**src/design/sps_pkg.sv**
```systemverilog
package sps_pkg;

  typedef enum logic [1:0] {
    OP_TICK      = 2'd0,
    OP_QUEUE     = 2'd1,
    OP_ACK       = 2'd2,
    OP_REPUBLISH = 2'd3
  } opcode_t;

  typedef enum logic [1:0] {
    KIND_KEEPALIVE = 2'd0,
    KIND_DATA      = 2'd1,
    KIND_ACK       = 2'd2,
    KIND_REPUBLISH = 2'd3
  } kind_t;

  typedef enum logic [1:0] {
    ST_GOOD          = 2'd0,
    ST_SEQ_UNKNOWN   = 2'd1,
    ST_NOT_AVAILABLE = 2'd2
  } status_t;

  localparam int unsigned CFG_IDX_W = 3;
  localparam int unsigned CFG_DATA_W = 32;

  localparam logic [CFG_IDX_W-1:0] REG_INTERVAL   = 3'd0;
  localparam logic [CFG_IDX_W-1:0] REG_KEEPALIVE  = 3'd1;
  localparam logic [CFG_IDX_W-1:0] REG_ENABLE     = 3'd2;
  localparam logic [CFG_IDX_W-1:0] REG_LIMIT      = 3'd3;
  localparam logic [CFG_IDX_W-1:0] REG_DROP_OLDEST = 3'd4;

  localparam logic [15:0] DEFAULT_KEEPALIVE = 16'd3;
  localparam logic [31:0] DEFAULT_INTERVAL  = 32'd1000;

  // broadcast to every pending cell
  typedef struct packed {
    logic        shift;
    logic        load;
    logic [15:0] tag;
  } pend_ctrl_t;

  // broadcast to every retained cell
  typedef struct packed {
    logic        capture;
    logic        shift_all;
    logic        shift_seen;
    logic        load;
    logic [31:0] cmp_seq;
    logic [31:0] load_seq;
    logic [15:0] load_tag;
  } ret_ctrl_t;

endpackage

```
**src/design/sps_pend_cell.sv**
```systemverilog
module sps_pend_cell #(
  parameter int IDX   = 0,
  parameter int IDX_W = 6
) (
  input  logic                 clk,
  input  sps_pkg::pend_ctrl_t  ctrl,
  input  logic [IDX_W-1:0]     load_idx,
  input  logic [15:0]          next_tag,
  output logic [15:0]          tag
);
  import sps_pkg::*;

  logic load_here;

  assign load_here = ctrl.load && (load_idx == IDX_W'(IDX));

  // shift towards the head, a load at this slot wins over the shift
  always_ff @(posedge clk) begin
    if (load_here) begin
      tag <= ctrl.tag;
    end else if (ctrl.shift) begin
      tag <= next_tag;
    end
  end

endmodule

```
**src/design/sps_ret_cell.sv**
```systemverilog
module sps_ret_cell #(
  parameter int IDX   = 0,
  parameter int IDX_W = 4,
  parameter int CNT_W = 5
) (
  input  logic                clk,
  input  sps_pkg::ret_ctrl_t  ctrl,
  input  logic [IDX_W-1:0]    load_idx,
  input  logic [CNT_W-1:0]    fill,
  input  logic [31:0]         next_seq,
  input  logic [15:0]         next_tag,
  input  logic                seen_in,
  input  logic [31:0]         sel_seq_in,
  input  logic [15:0]         sel_tag_in,
  output logic [31:0]         seq,
  output logic [15:0]         tag,
  output logic                seen_out,
  output logic [31:0]         sel_seq_out,
  output logic [15:0]         sel_tag_out
);
  import sps_pkg::*;

  logic match_q;
  logic first;
  logic load_here;
  logic take_next;

  assign seen_out    = seen_in | match_q;
  assign first       = match_q & ~seen_in;
  assign sel_seq_out = sel_seq_in | (first ? seq : 32'd0);
  assign sel_tag_out = sel_tag_in | (first ? tag : 16'd0);

  assign load_here = ctrl.load && (load_idx == IDX_W'(IDX));
  assign take_next = ctrl.shift_all || (ctrl.shift_seen && seen_out);

  always_ff @(posedge clk) begin
    if (ctrl.capture) begin
      match_q <= (fill > CNT_W'(IDX)) && (seq == ctrl.cmp_seq);
    end
    if (load_here) begin
      seq <= ctrl.load_seq;
      tag <= ctrl.load_tag;
    end else if (take_next) begin
      seq <= next_seq;
      tag <= next_tag;
    end
  end

endmodule

```
**src/design/subscription_publish_scheduler.sv**
```systemverilog
// Publish timing, pending notification queue and retransmit store of one
// subscription.
// Items: raise start with opcode and its fields while busy is low; the item
// is taken at that edge. A tick (now_ms) may give a data publish or a
// keep-alive, a queue item (note_tag) gives nothing, acknowledge and
// republish (seq_number) always give one result.
// Each item goes through capture, evaluate (per-cell sequence compare,
// elapsed-time subtract and the interval times keep-alive multiply, all
// registered) and commit. busy is high in the evaluate and commit states,
// so a new item is taken only once the last one has been committed.
// A result appears on kind, status, out_seq, out_tag, more_pending and
// retained_count with done high for exactly one cycle, the cycle after
// commit; the receiver cannot stall it.
// Config: cfg_we, cfg_index, cfg_data write a register; the user writes
// only while idle (unenforced). Indexes past the last register are ignored.
// Reset (rst, synchronous) restores the register defaults, empties the
// pending queue and retransmit store and restarts sequence numbers at 1.
module subscription_publish_scheduler #(
  parameter int PENDING_DEPTH = 64,
  parameter int RETAIN_DEPTH  = 16,
  localparam int RCNT_W = $clog2(RETAIN_DEPTH + 1)
) (
  input  logic                         clk,
  input  logic                         rst,
  input  logic                         start,
  output logic                         busy,
  input  logic [1:0]                   opcode,
  input  logic [47:0]                  now_ms,
  input  logic [31:0]                  seq_number,
  input  logic [15:0]                  note_tag,
  output logic                         done,
  output logic [1:0]                   kind,
  output logic [1:0]                   status,
  output logic [31:0]                  out_seq,
  output logic [15:0]                  out_tag,
  output logic                         more_pending,
  output logic [RCNT_W-1:0]            retained_count,
  input  logic                         cfg_we,
  input  logic [sps_pkg::CFG_IDX_W-1:0]  cfg_index,
  input  logic [sps_pkg::CFG_DATA_W-1:0] cfg_data
);
  import sps_pkg::*;

  localparam int PIDX_W = $clog2(PENDING_DEPTH);
  localparam int PCNT_W = $clog2(PENDING_DEPTH + 1);
  localparam int RIDX_W = (RETAIN_DEPTH > 1) ? $clog2(RETAIN_DEPTH) : 1;
  localparam int LIM_W  = (PCNT_W > 7) ? PCNT_W : 7;

  typedef enum logic [2:0] {
    S_IDLE   = 3'b001,
    S_EVAL   = 3'b010,
    S_COMMIT = 3'b100
  } state_t;

  state_t state;

  // configuration
  logic [31:0] publish_interval_ms;
  logic [15:0] keepalive_count;
  logic        publish_enable;
  logic [6:0]  pending_limit;
  logic        drop_oldest;

  // captured item
  opcode_t     op_q;
  logic [47:0] now_q;
  logic [31:0] seq_q;
  logic [15:0] tag_q;

  // subscription state
  logic [47:0]       last_publish, last_publish_next;
  logic              last_valid, last_valid_next;
  logic              first_sent, first_sent_next;
  logic [31:0]       next_seq, next_seq_next;
  logic [PCNT_W-1:0] pend_count, pend_count_next;
  logic [RCNT_W-1:0] ret_fill, ret_fill_next;

  // evaluate stage results
  logic [48:0] diff;
  logic [47:0] ka_span;

  logic [31:0] interval_eff;
  logic [47:0] ka_prod;

  // output next values
  logic        emit;
  kind_t       kind_next;
  status_t     status_next;
  logic [31:0] out_seq_next;
  logic [15:0] out_tag_next;
  logic        more_next;

  // cell chains
  pend_ctrl_t        pc;
  logic [PIDX_W-1:0] pend_load_idx;
  logic [15:0]       pend_tag [PENDING_DEPTH];

  ret_ctrl_t         rc;
  logic [RIDX_W-1:0] ret_load_idx;
  logic [31:0]       ret_seq [RETAIN_DEPTH];
  logic [15:0]       ret_tag [RETAIN_DEPTH];
  logic              seen [RETAIN_DEPTH+1];
  logic [31:0]       sel_seq [RETAIN_DEPTH+1];
  logic [15:0]       sel_tag [RETAIN_DEPTH+1];

  logic              found;
  logic              has_data;
  logic [47:0]       span;
  logic              ready;
  logic [LIM_W-1:0]  lim7;
  logic [LIM_W-1:0]  lim;
  logic              overflow;

  assign busy = (state != S_IDLE);

  assign interval_eff = (publish_interval_ms == 32'd0) ? 32'd1 : publish_interval_ms;
  assign ka_prod      = 48'(interval_eff) * 48'(keepalive_count);

  assign found    = seen[RETAIN_DEPTH];
  assign has_data = publish_enable && (pend_count != '0);
  assign span     = (!first_sent || has_data) ? {16'd0, interval_eff} : ka_span;
  assign ready    = !diff[48] && (diff[47:0] >= span);

  assign lim7     = (pending_limit == 7'd0) ? LIM_W'(1) : LIM_W'(pending_limit);
  assign lim      = (lim7 > LIM_W'(PENDING_DEPTH)) ? LIM_W'(PENDING_DEPTH) : lim7;
  assign overflow = LIM_W'(pend_count) >= lim;

  always_ff @(posedge clk) begin
    if (rst) begin
      state <= S_IDLE;
    end else begin
      unique case (state)
        S_IDLE:   if (start) state <= S_EVAL;
        S_EVAL:   state <= S_COMMIT;
        S_COMMIT: state <= S_IDLE;
        default:  state <= S_IDLE;
      endcase
    end
  end

  always_ff @(posedge clk) begin
    if (rst) begin
      publish_interval_ms <= DEFAULT_INTERVAL;
      keepalive_count     <= DEFAULT_KEEPALIVE;
      publish_enable      <= 1'b1;
      pending_limit       <= 7'd1;
      drop_oldest         <= 1'b1;
    end else if (cfg_we) begin
      unique case (cfg_index)
        REG_INTERVAL:    publish_interval_ms <= cfg_data[31:0];
        REG_KEEPALIVE:   keepalive_count <= (cfg_data[15:0] == 16'd0) ?
                                            DEFAULT_KEEPALIVE : cfg_data[15:0];
        REG_ENABLE:      publish_enable <= cfg_data[0];
        REG_LIMIT:       pending_limit <= cfg_data[6:0];
        REG_DROP_OLDEST: drop_oldest <= cfg_data[0];
        default: ;
      endcase
    end
  end

  always_ff @(posedge clk) begin
    if (state == S_IDLE && start) begin
      op_q  <= opcode_t'(opcode);
      now_q <= now_ms;
      seq_q <= seq_number;
      tag_q <= note_tag;
    end
    if (state == S_EVAL) begin
      diff    <= {1'b0, now_q} - {1'b0, last_publish};
      ka_span <= ka_prod;
    end
  end

  // commit decisions
  always_comb begin
    last_publish_next = last_publish;
    last_valid_next   = last_valid;
    first_sent_next   = first_sent;
    next_seq_next     = next_seq;
    pend_count_next   = pend_count;
    ret_fill_next     = ret_fill;
    pc.tag            = tag_q;
    pc.shift          = 1'b0;
    pc.load           = 1'b0;
    pend_load_idx     = pend_count[PIDX_W-1:0];
    rc.capture        = (state == S_EVAL);
    rc.cmp_seq        = seq_q;
    rc.load_seq       = next_seq;
    rc.load_tag       = pend_tag[0];
    rc.shift_all      = 1'b0;
    rc.shift_seen     = 1'b0;
    rc.load           = 1'b0;
    ret_load_idx      = ret_fill[RIDX_W-1:0];
    emit              = 1'b0;
    kind_next         = KIND_KEEPALIVE;
    status_next       = ST_GOOD;
    out_seq_next      = seq_q;
    out_tag_next      = 16'd0;
    more_next         = 1'b0;
    if (state == S_COMMIT) begin
      unique case (op_q)
        OP_QUEUE: begin
          if (!overflow) begin
            pc.load         = 1'b1;
            pend_count_next = pend_count + PCNT_W'(1);
          end else if (drop_oldest && pend_count != '0) begin
            pc.shift      = 1'b1;
            pc.load       = 1'b1;
            pend_load_idx = PIDX_W'(pend_count - PCNT_W'(1));
          end
        end
        OP_ACK: begin
          emit      = 1'b1;
          kind_next = KIND_ACK;
          if (found) begin
            rc.shift_seen = 1'b1;
            ret_fill_next = ret_fill - RCNT_W'(1);
          end else begin
            status_next = ST_SEQ_UNKNOWN;
          end
        end
        OP_REPUBLISH: begin
          emit      = 1'b1;
          kind_next = KIND_REPUBLISH;
          if (found) begin
            out_seq_next = sel_seq[RETAIN_DEPTH];
            out_tag_next = sel_tag[RETAIN_DEPTH];
          end else begin
            status_next = ST_NOT_AVAILABLE;
          end
        end
        OP_TICK: begin
          if (!last_valid) begin
            // a tick before the timer is primed only primes it, if publishing is on
            if (publish_enable) begin
              last_publish_next = now_q;
              last_valid_next   = 1'b1;
            end
          end else if (ready) begin
            emit              = 1'b1;
            last_publish_next = now_q;
            first_sent_next   = 1'b1;
            out_seq_next      = next_seq;
            if (has_data) begin
              kind_next       = KIND_DATA;
              out_tag_next    = pend_tag[0];
              more_next       = (pend_count != PCNT_W'(1));
              pc.shift        = 1'b1;
              pend_count_next = pend_count - PCNT_W'(1);
              next_seq_next   = (next_seq == '1) ? 32'd1 : next_seq + 32'd1;
              rc.load         = 1'b1;
              if (ret_fill == RCNT_W'(RETAIN_DEPTH)) begin
                rc.shift_all = 1'b1;
                ret_load_idx = RIDX_W'(RETAIN_DEPTH - 1);
              end else begin
                ret_fill_next = ret_fill + RCNT_W'(1);
              end
            end
          end
        end
        default: ;
      endcase
    end
  end

  always_ff @(posedge clk) begin
    if (rst) begin
      last_publish <= '0;
      last_valid   <= 1'b0;
      first_sent   <= 1'b0;
      next_seq     <= 32'd1;
      pend_count   <= '0;
      ret_fill     <= '0;
      done         <= 1'b0;
    end else begin
      last_publish <= last_publish_next;
      last_valid   <= last_valid_next;
      first_sent   <= first_sent_next;
      next_seq     <= next_seq_next;
      pend_count   <= pend_count_next;
      ret_fill     <= ret_fill_next;
      done         <= emit;
    end
  end

  always_ff @(posedge clk) begin
    if (emit) begin
      kind           <= kind_next;
      status         <= status_next;
      out_seq        <= out_seq_next;
      out_tag        <= out_tag_next;
      more_pending   <= more_next;
      retained_count <= ret_fill_next;
    end
  end

  // pending queue, head in cell 0
  for (genvar i = 0; i < PENDING_DEPTH; i++) begin : g_pend
    logic [15:0] nxt;
    if (i == PENDING_DEPTH - 1) begin : g_last
      assign nxt = 16'd0;
    end else begin : g_mid
      assign nxt = pend_tag[i+1];
    end
    sps_pend_cell #(
      .IDX   (i),
      .IDX_W (PIDX_W)
    ) u_cell (
      .clk      (clk),
      .ctrl     (pc),
      .load_idx (pend_load_idx),
      .next_tag (nxt),
      .tag      (pend_tag[i])
    );
  end

  // retransmit store, oldest in cell 0; match flags ripple towards the end
  assign seen[0]    = 1'b0;
  assign sel_seq[0] = 32'd0;
  assign sel_tag[0] = 16'd0;

  for (genvar i = 0; i < RETAIN_DEPTH; i++) begin : g_ret
    logic [31:0] nseq;
    logic [15:0] ntag;
    if (i == RETAIN_DEPTH - 1) begin : g_last
      assign nseq = 32'd0;
      assign ntag = 16'd0;
    end else begin : g_mid
      assign nseq = ret_seq[i+1];
      assign ntag = ret_tag[i+1];
    end
    sps_ret_cell #(
      .IDX   (i),
      .IDX_W (RIDX_W),
      .CNT_W (RCNT_W)
    ) u_cell (
      .clk         (clk),
      .ctrl        (rc),
      .load_idx    (ret_load_idx),
      .fill        (ret_fill),
      .next_seq    (nseq),
      .next_tag    (ntag),
      .seen_in     (seen[i]),
      .sel_seq_in  (sel_seq[i]),
      .sel_tag_in  (sel_tag[i]),
      .seq         (ret_seq[i]),
      .tag         (ret_tag[i]),
      .seen_out    (seen[i+1]),
      .sel_seq_out (sel_seq[i+1]),
      .sel_tag_out (sel_tag[i+1])
    );
  end

endmodule

```
**config.mk**
```make
export PLATFORM = sky130hd
export DESIGN_NAME = subscription_publish_scheduler
export DESIGN_NICKNAME = d
export VERILOG_FILES = /design/src/design/sps_pkg.sv /design/src/design/sps_pend_cell.sv /design/src/design/sps_ret_cell.sv /design/src/design/subscription_publish_scheduler.sv
export SDC_FILE = /design/constraint.sdc
export NUM_CORES = 2
export LEC_CHECK = 0
export ABC_CLOCK_PERIOD_IN_PS = 14500
export BUFFER_PORTS_ARGS = -buffer_cell sky130_fd_sc_hd__buf_2
export CAP_MARGIN = 20
export CELL_PAD_IN_SITES_DETAIL_PLACEMENT = 0
export CELL_PAD_IN_SITES_GLOBAL_PLACEMENT = 2
export CORE_ASPECT_RATIO = 2
export CORE_MARGIN = 2
export CORE_UTILIZATION = 49
export CTS_CLUSTER_DIAMETER = 60
export DETAILED_ROUTE_END_ITERATION = 6
export MAX_ROUTING_LAYER = met4
export PLACE_DENSITY = 0.9
export SYNTH_ARGS = -nofsm -noshare
export SYNTH_HDL_FRONTEND = slang
export SYNTH_SLANG_ARGS = --single-unit
```
**constraint.sdc**
```tcl
create_clock -name clk -period 14.5 [get_ports clk]
set_input_delay 2.9 -clock clk [delete_from_list [all_inputs] [get_ports clk]]
set_output_delay 2.9 -clock clk [all_outputs]
set_load 0.02 [all_outputs]
```
### Word-level counts from Yosys, hierarchy flattened

Index checks and enable logic that the tools add are counted.

* bits in registers: 2216
* bits of input ports: 137

* add/subtract/negate cells: 6
* multipliers: 1
* magnitude comparators: 19
* equal/unequal tests: 114
* mux-type cells: 298
* bitwise operators: 75
* reductions and logical operators: 236

Operators by type and width (count)
* $mux 16: 181
* $mux 32: 54
* $eq 32x32->1: 16
* $or 32x32->32: 15
* $or 16x16->16: 15
* $eq 6x6->1 const B: 32
* $mux 48: 4
* $reduce_bool 2->1: 82
* $logic_and 1x1->1: 116
* $eq 6x5->1 const B: 16
* $pmux 32 s2: 1
* $sub 48x48->49: 1
* $eq 6x4->1 const B: 8
* $ge 48x48->1: 1
* $mul 32x16->48: 1
* $mux 7: 6
* $gt 5x4->1 const B: 8
* $add 32x1->32 const B: 1
* $eq 32x32->1 const B: 1
* $eq 4x4->1 const B: 8
* $logic_not 32->1: 1
* $pmux 16 s2: 1
* $mux 5: 6
* $eq 6x3->1 const B: 4
* 52 further kinds: 170

### Longest topological paths before layout

* depth after elaboration: 22
* depth in mapped cells: 29
* depth with buffers taken out: 26

### Hierarchy

From an unflattened synthesis, not the netlist that was laid out.

* cells, all modules: 9509
* area total of the unflattened synthesis: 129903.3 sq um

By module, submodules not included
* subscription_publish_scheduler: instances 1, cells an instance 3883, area each 36536.3 sq um, sequential area each 10700.3 sq um
* sps_pend_cell at g_pend[19].u_cell ...: instances 12, cells an instance 36, area each 748.2 sq um, sequential area each 480.5 sq um
* sps_pend_cell at g_pend[17].u_cell ...: instances 8, cells an instance 36, area each 759.5 sq um, sequential area each 480.5 sq um
* sps_pend_cell at g_pend[23].u_cell ...: instances 8, cells an instance 37, area each 721.9 sq um, sequential area each 480.5 sq um
* sps_ret_cell at g_ret[11].u_cell ...: instances 2, cells an instance 206, area each 2864.0 sq um, sequential area each 1471.4 sq um
* sps_ret_cell at g_ret[13].u_cell ...: instances 2, cells an instance 205, area each 2862.7 sq um, sequential area each 1471.4 sq um
* sps_ret_cell at g_ret[0].u_cell ...: instances 2, cells an instance 206, area each 2854.0 sq um, sequential area each 1471.4 sq um
* sps_pend_cell at g_pend[1].u_cell ...: instances 4, cells an instance 37, area each 757.0 sq um, sequential area each 480.5 sq um
* sps_pend_cell at g_pend[49].u_cell ...: instances 4, cells an instance 36, area each 757.0 sq um, sequential area each 480.5 sq um
* sps_pend_cell at g_pend[10].u_cell ...: instances 4, cells an instance 37, area each 745.7 sq um, sequential area each 480.5 sq um
* sps_pend_cell at g_pend[53].u_cell ...: instances 4, cells an instance 36, area each 745.7 sq um, sequential area each 480.5 sq um
* sps_pend_cell at g_pend[11].u_cell ...: instances 4, cells an instance 37, area each 743.2 sq um, sequential area each 480.5 sq um
* sps_pend_cell at g_pend[55].u_cell ...: instances 4, cells an instance 37, area each 726.9 sq um, sequential area each 480.5 sq um
* sps_ret_cell at g_ret[1].u_cell: instances 1, cells an instance 206, area each 2885.3 sq um, sequential area each 1471.4 sq um
* 17 more rows

### Worst setup path before layout

Ideal clock, no wire load.

* path kind: flip-flop to flip-flop
* from: reg state[1]
* to: reg diff[0] (enable)
* setup time: 747 ps
* arrival time: 8533 ps
* required time: 13753 ps
* slack: 5219 ps
* cell stages (with the launch flop): 2
* path buffers: 0
* cells stage by stage: dfxtp_1 > nor3b_1

* longest elaborated chain between the ends: 1

RTL lines
* start: declaration: RTL line subscription_publish_scheduler.sv:55 `state_t state;`
* start signal: assignment: RTL line subscription_publish_scheduler.sv:130 `state <= S_IDLE;`
* start signal: assignment: RTL line subscription_publish_scheduler.sv:133 `S_IDLE: if (start) state <= S_EVAL;`
* start signal: assignment: RTL line subscription_publish_scheduler.sv:134 `S_EVAL: state <= S_COMMIT;`
* $eq 3x2->1: RTL line subscription_publish_scheduler.sv:168 `if (state == S_EVAL) begin`
* end signal: assignment: RTL line subscription_publish_scheduler.sv:169 `diff <= {1'b0, now_q} - {1'b0, last_publish};`
* end: declaration: RTL line subscription_publish_scheduler.sv:79 `logic [48:0] diff;`

Every way passes these cells.
A chain may end at the register's enable or synchronous reset.

### Worst setup path in the final report

* from: reg publish_interval_ms[28]
* to: reg ka_span[42] (data pin)

* longest elaborated chain between the ends: 3

RTL lines
* start: declaration: RTL line subscription_publish_scheduler.sv:58 `logic [31:0] publish_interval_ms;`
* start signal: assignment: RTL line subscription_publish_scheduler.sv:150 `REG_INTERVAL: publish_interval_ms <= cfg_data[31:0];`
* $logic_not 32->1: RTL line subscription_publish_scheduler.sv:116 `assign interval_eff = (publish_interval_ms == 32'd0) ? 32'd1 : publish_interval_ms;`
* $mux 32 *: RTL line subscription_publish_scheduler.sv:116
* $mul 32x16->48 *: RTL line subscription_publish_scheduler.sv:117 `assign ka_prod = 48'(interval_eff) * 48'(keepalive_count);`
* named net ka_prod[42]: RTL line subscription_publish_scheduler.sv:83 `logic [47:0] ka_prod;`
* end signal: assignment: RTL line subscription_publish_scheduler.sv:170 `ka_span <= ka_prod;`
* end: declaration: RTL line subscription_publish_scheduler.sv:80 `logic [47:0] ka_span;`

Mark *: on every way through the listed nets, which the timed path passes. The rest lies on a longest branch.

==> summary.md <==
| Metric | Value |
|---|---|
| Status | `finished with violations` |
| Violated checks | `design-rule violations, max-slew violations` |
| Primary FF master, synth | `edfxtp_1` |
| CTS tree | `done` |
| I/O pins | `197` |
| Setup ws final | `5.91 ns` |
| DR pass1 iterations | `7` |
| Setup Total Neg Slack | `0 ns` |
| MaxCap Viol Count | `0` |
| Hold slack | `about 0.45 ns` |
| Max-slew violation count | `2` |
| Top cells by count, synth | `edfxtp_1, nand2_1, mux2_2, inv_1, clkbuf_1` |
| Final hold vios | `0` |
| Final GP Congestion | `roughly 1.1` |
| Worst-path maximum fanout | `19` |
| Via density per instance | `6.63` |
| Hold Startpoint | `last_publish[41]$_SDFFE_PP0P_` |
| CTS sink count | `2,216` |
| Area leader, netlist | `edfxtp_1` |
| M2 GR Usage | `roughly 64%` |
| Site Rows | `260` |
| DRC viols | `3` |
| Worst-skew pair later-pin latency | `approximately 0.98 ns` |
| Postcts setup bufs | `0` |
| Number of flops mapped to enable cells by yosys | `approximately 2,100` |
| Layout fillers | `approximately 21,000` |
| Post-route insts no fill | `13,400` |
| DIE HEIGHT | `just over 700 um` |
| Placed inst area | `127,000 sq um` |
| Final Cycle Share | `roughly three fifths` |
| Max IR drop VDD | `between 100 and 150 uV` |
| Post-Synthesis Cell Area | `roughly 120,000 sq um` |
| Min-delay worst type | `register to register` |
| Area share of the largest cell type after synthesis | `about 50%` |
| # resized after CTS | `0` |
| Die Area | `256,000 sq um` |
| CP max-delay cell | `nor4_1` |
| R2R Path Start | `publish_interval_ms[28]$_SDFFE_PP0P_` |
| Post-CTS Hold Buffers | `0` |
| Worst-Margin Slew | `about 1.6 ns` |
| RSZ-0062 raised after global routing | `no` |
| Pre-CTS WS | `approximately 6.0 ns` |
| GRT met1 Usage | `around two fifths` |
| Ys Warns | `0` |
| All-Layer GR Usage | `41.3%` |
| Vias in the first global route | `88,500` |
| FFs w/ async S/R, synth | `0%` |
| Crit-path max cell delay | `approximately 0.73 ns` |
| Sequential share of the synthesized area | `between 50 and 60%` |
| Count leader, synth | `edfxtp_1` |
| Area grow syn2layout | `9.21%` |
| Sequential cell area | `between 60,000 and 70,000 sq um` |
| First-pass GRT wire length | `between 700,000 and 800,000 um` |
| Crit path from | `publish_interval_ms[28]$_SDFFE_PP0P_` |
| Layout cells sized above 1 | `around 20%` |
| Worst Path Required | `15.14 ns` |
| Design Area, Final | `~130,000 sq um` |
| Syn Inst Count | `between 9,000 and 10,000` |
| Routed WL | `510,000 um` |
| Post-DP HPWL | `between 300,000 and 400,000 um` |
| Root buffer cell | `clkbuf_16` |
| Core Footprint | `251,000 sq um` |
| FMAX | `~120 MHz` |
| GR Overflow Total | `0` |
| CTS H-Tree Depth | `4` |
| Final design utilization | `a little over half` |
| Leak Pwr | `between 40 and 50 nW` |
| Fin nets | `10,600` |
| Crit Path Class | `register to register` |
| CP endpoint kind | `register` |
| Port bufs | `196` |
| Multi-input gate area | `53,100 sq um` |
| Cell mode on critical path | `fa_1` |
| DR iter-0 viols | `11,700` |
| Inst Count DP | `roughly 13,000` |
| P per Cell Area | `just under 100 nW/um^2` |
| Avg Cell Area, Syn | `approximately 12 sq um` |
| Routed Antenna Nets | `0` |
| DR WL/cell | `roughly 38 um` |
| Max_slew headroom | `-8.28%` |
| Cell family with most CP delay | `adder cells` |
| Distinct cells, synth | `96` |
| Clock Tree Buf Depth | `4` |
| Grt peak-use layer | `met2` |
| Critical-path cell list | `nor4_1, nand4_1, o21bai_1, buf_4, nand2_1, fa_1, fa_1, inv_1, fa_1, fa_1, fa_1, inv_1, fa_1, inv_1, ha_1, a22oi_1, a21oi_1, a311oi_1, o21ai_1, a311oi_1, o21ai_1, a221oi_1, o21ai_1, xor2_1` |
| CP bufs+invs | `4` |
| Syn nets | `10,800` |
| Pwr Total | `between 10 and 15 mW` |
| Final Critical Period | `between 8 and 9 ns` |
| Die X | `around 360 um` |
| CP startpoint kind | `register` |
| Clock transition at path regs | `0.06 ns` |
| Setup Skew | `about 0.11 ns` |
| Synth Register Bits | `between 2,000 and 2,500` |
| Initial core utilization | `roughly half` |
| Initial antenna violation count | `between 100 and 150` |
| TritonCTS Buffers | `between 200 and 250` |
| Vias | `a little under 90,000` |
| Final setup viols | `0` |
| Global-route met3 utilization | `between 10% and 20%` |
| Area contributors post-synth | `edfxtp_1, mux2_2, fa_1` |
| Pin count of the biggest net entering global routing | `around 80` |
| Worst EP arrival | `roughly 9.2 ns` |
## area by class of cell
cell class	instances	share of cell area, %
Tap cell	3275	3.04
Timing Repair Buffer	477	2.47
Clock inverter	122	0.937
Antenna cell	76	0.141
Multi-Input combinational cell	6245	39.3
Sequential cell	2216	48.2
Inverter	695	1.93
Clock buffer	253	3.99
## cells in the final DEF (no fill, tap or decap), types with 31 or more instances in the layout
| cell type | instances |
|---|---|
| nor4_1 | 122 |
| nand2b_1 | 35 |
| a221oi_1 | 165 |
| dfxtp_1 | 146 |
| a31oi_1 | 36 |
| nand3_1 | 81 |
| xor2_1 | 391 |
| and2_1 | 280 |
| mux2_2 | 1060 |
| xnor2_1 | 239 |
| nand4_1 | 124 |
| buf_4 | 248 |
| a2bb2oi_1 | 31 |
| clkbuf_16 | 208 |
| a22oi_1 | 130 |
| inv_1 | 695 |
| clkinv_1 | 35 |
| a21o_1 | 96 |
| o21ai_0 | 203 |
| fa_1 | 419 |
| mux2i_1 | 37 |
| o2bb2ai_1 | 384 |
| a21oi_1 | 268 |
| o22ai_1 | 133 |
| nand2_1 | 1056 |
| edfxtp_1 | 2061 |
| buf_2 | 197 |
| clkbuf_1 | 44 |
| diode_2 | 76 |
| o211ai_1 | 49 |
| nor2_1 | 189 |
| ha_1 | 238 |
## layer usage
layer	vias to the layer above	routed length, um
li1	36100	-
met1	44100	152000
met2	5841	240000
met3	2595	46400
met4	0	71000
met5	-	0
## logic make-up (layout without fill, tap and decap cells)
| logic type | count (synthesis) | count (layout) | synth area share (%) |
|---|---|---|---|
| other | 0 | 76 | 0 |
| XOR/XNOR | 630 | 630 | 4.47 |
| buffers and inverters | 1495 | 1547 | 4.91 |
| adder cells (fa/ha/maj) | 657 | 657 | 9.20 |
| flip-flops | 2216 | 2216 | 52.6 |
| AND/OR/NAND/NOR | 2104 | 2104 | 8.26 |
| AO/OA/AOI/OAI | 1741 | 1741 | 10.4 |
| multiplexers | 1113 | 1113 | 10.1 |
## flip-flops by register name, indices dropped and copies added, names as in the netlist, 7 cells and up
register and cells:
diff 49, g_ret.u_cell.tag 256, g_ret.u_cell.match_q 16, last_publish 48
tag_q 16, publish_interval_ms 32, out_seq 32, next_seq 32
g_pend.u_cell.tag 1024, ka_span 48, pend_count 7, out_tag 16
keepalive_count 16, g_ret.u_cell.seq 512, now_q 48, pending_limit 7
seq_q 32
## tightest hold or removal path: stages, from the launching register on
cell     delay (ns)
dfxtp_1        0.30
nand2_1        0.05
a21oi_1        0.05
## where the power goes
part / switching (mW) / total, mW / leakage, nW / internal, mW
Clock: 2.62 / 5.65 / 3.19 / 3.03
Sequential: 0.0529 / 6.99 / 20.3 / 6.93
Combinational: 0.532 / 0.754 / 24.9 / 0.221
Total: 3.20 / 13.4 / 48.4 / 10.2
## worst paths after layout
kind | to | cells past startpoint | slack, ns
hold reg to reg | last_publish[41]$_SDFFE_PP0P_ | 2 | 0.45
hold / removal | last_publish[41]$_SDFFE_PP0P_ | 2 | 0.45
setup / recovery | ka_span[42]$_DFFE_PP_ | 24 | 5.91
setup reg to reg | ka_span[42]$_DFFE_PP_ | 24 | 5.91
(Power assumes the default switching activity.)
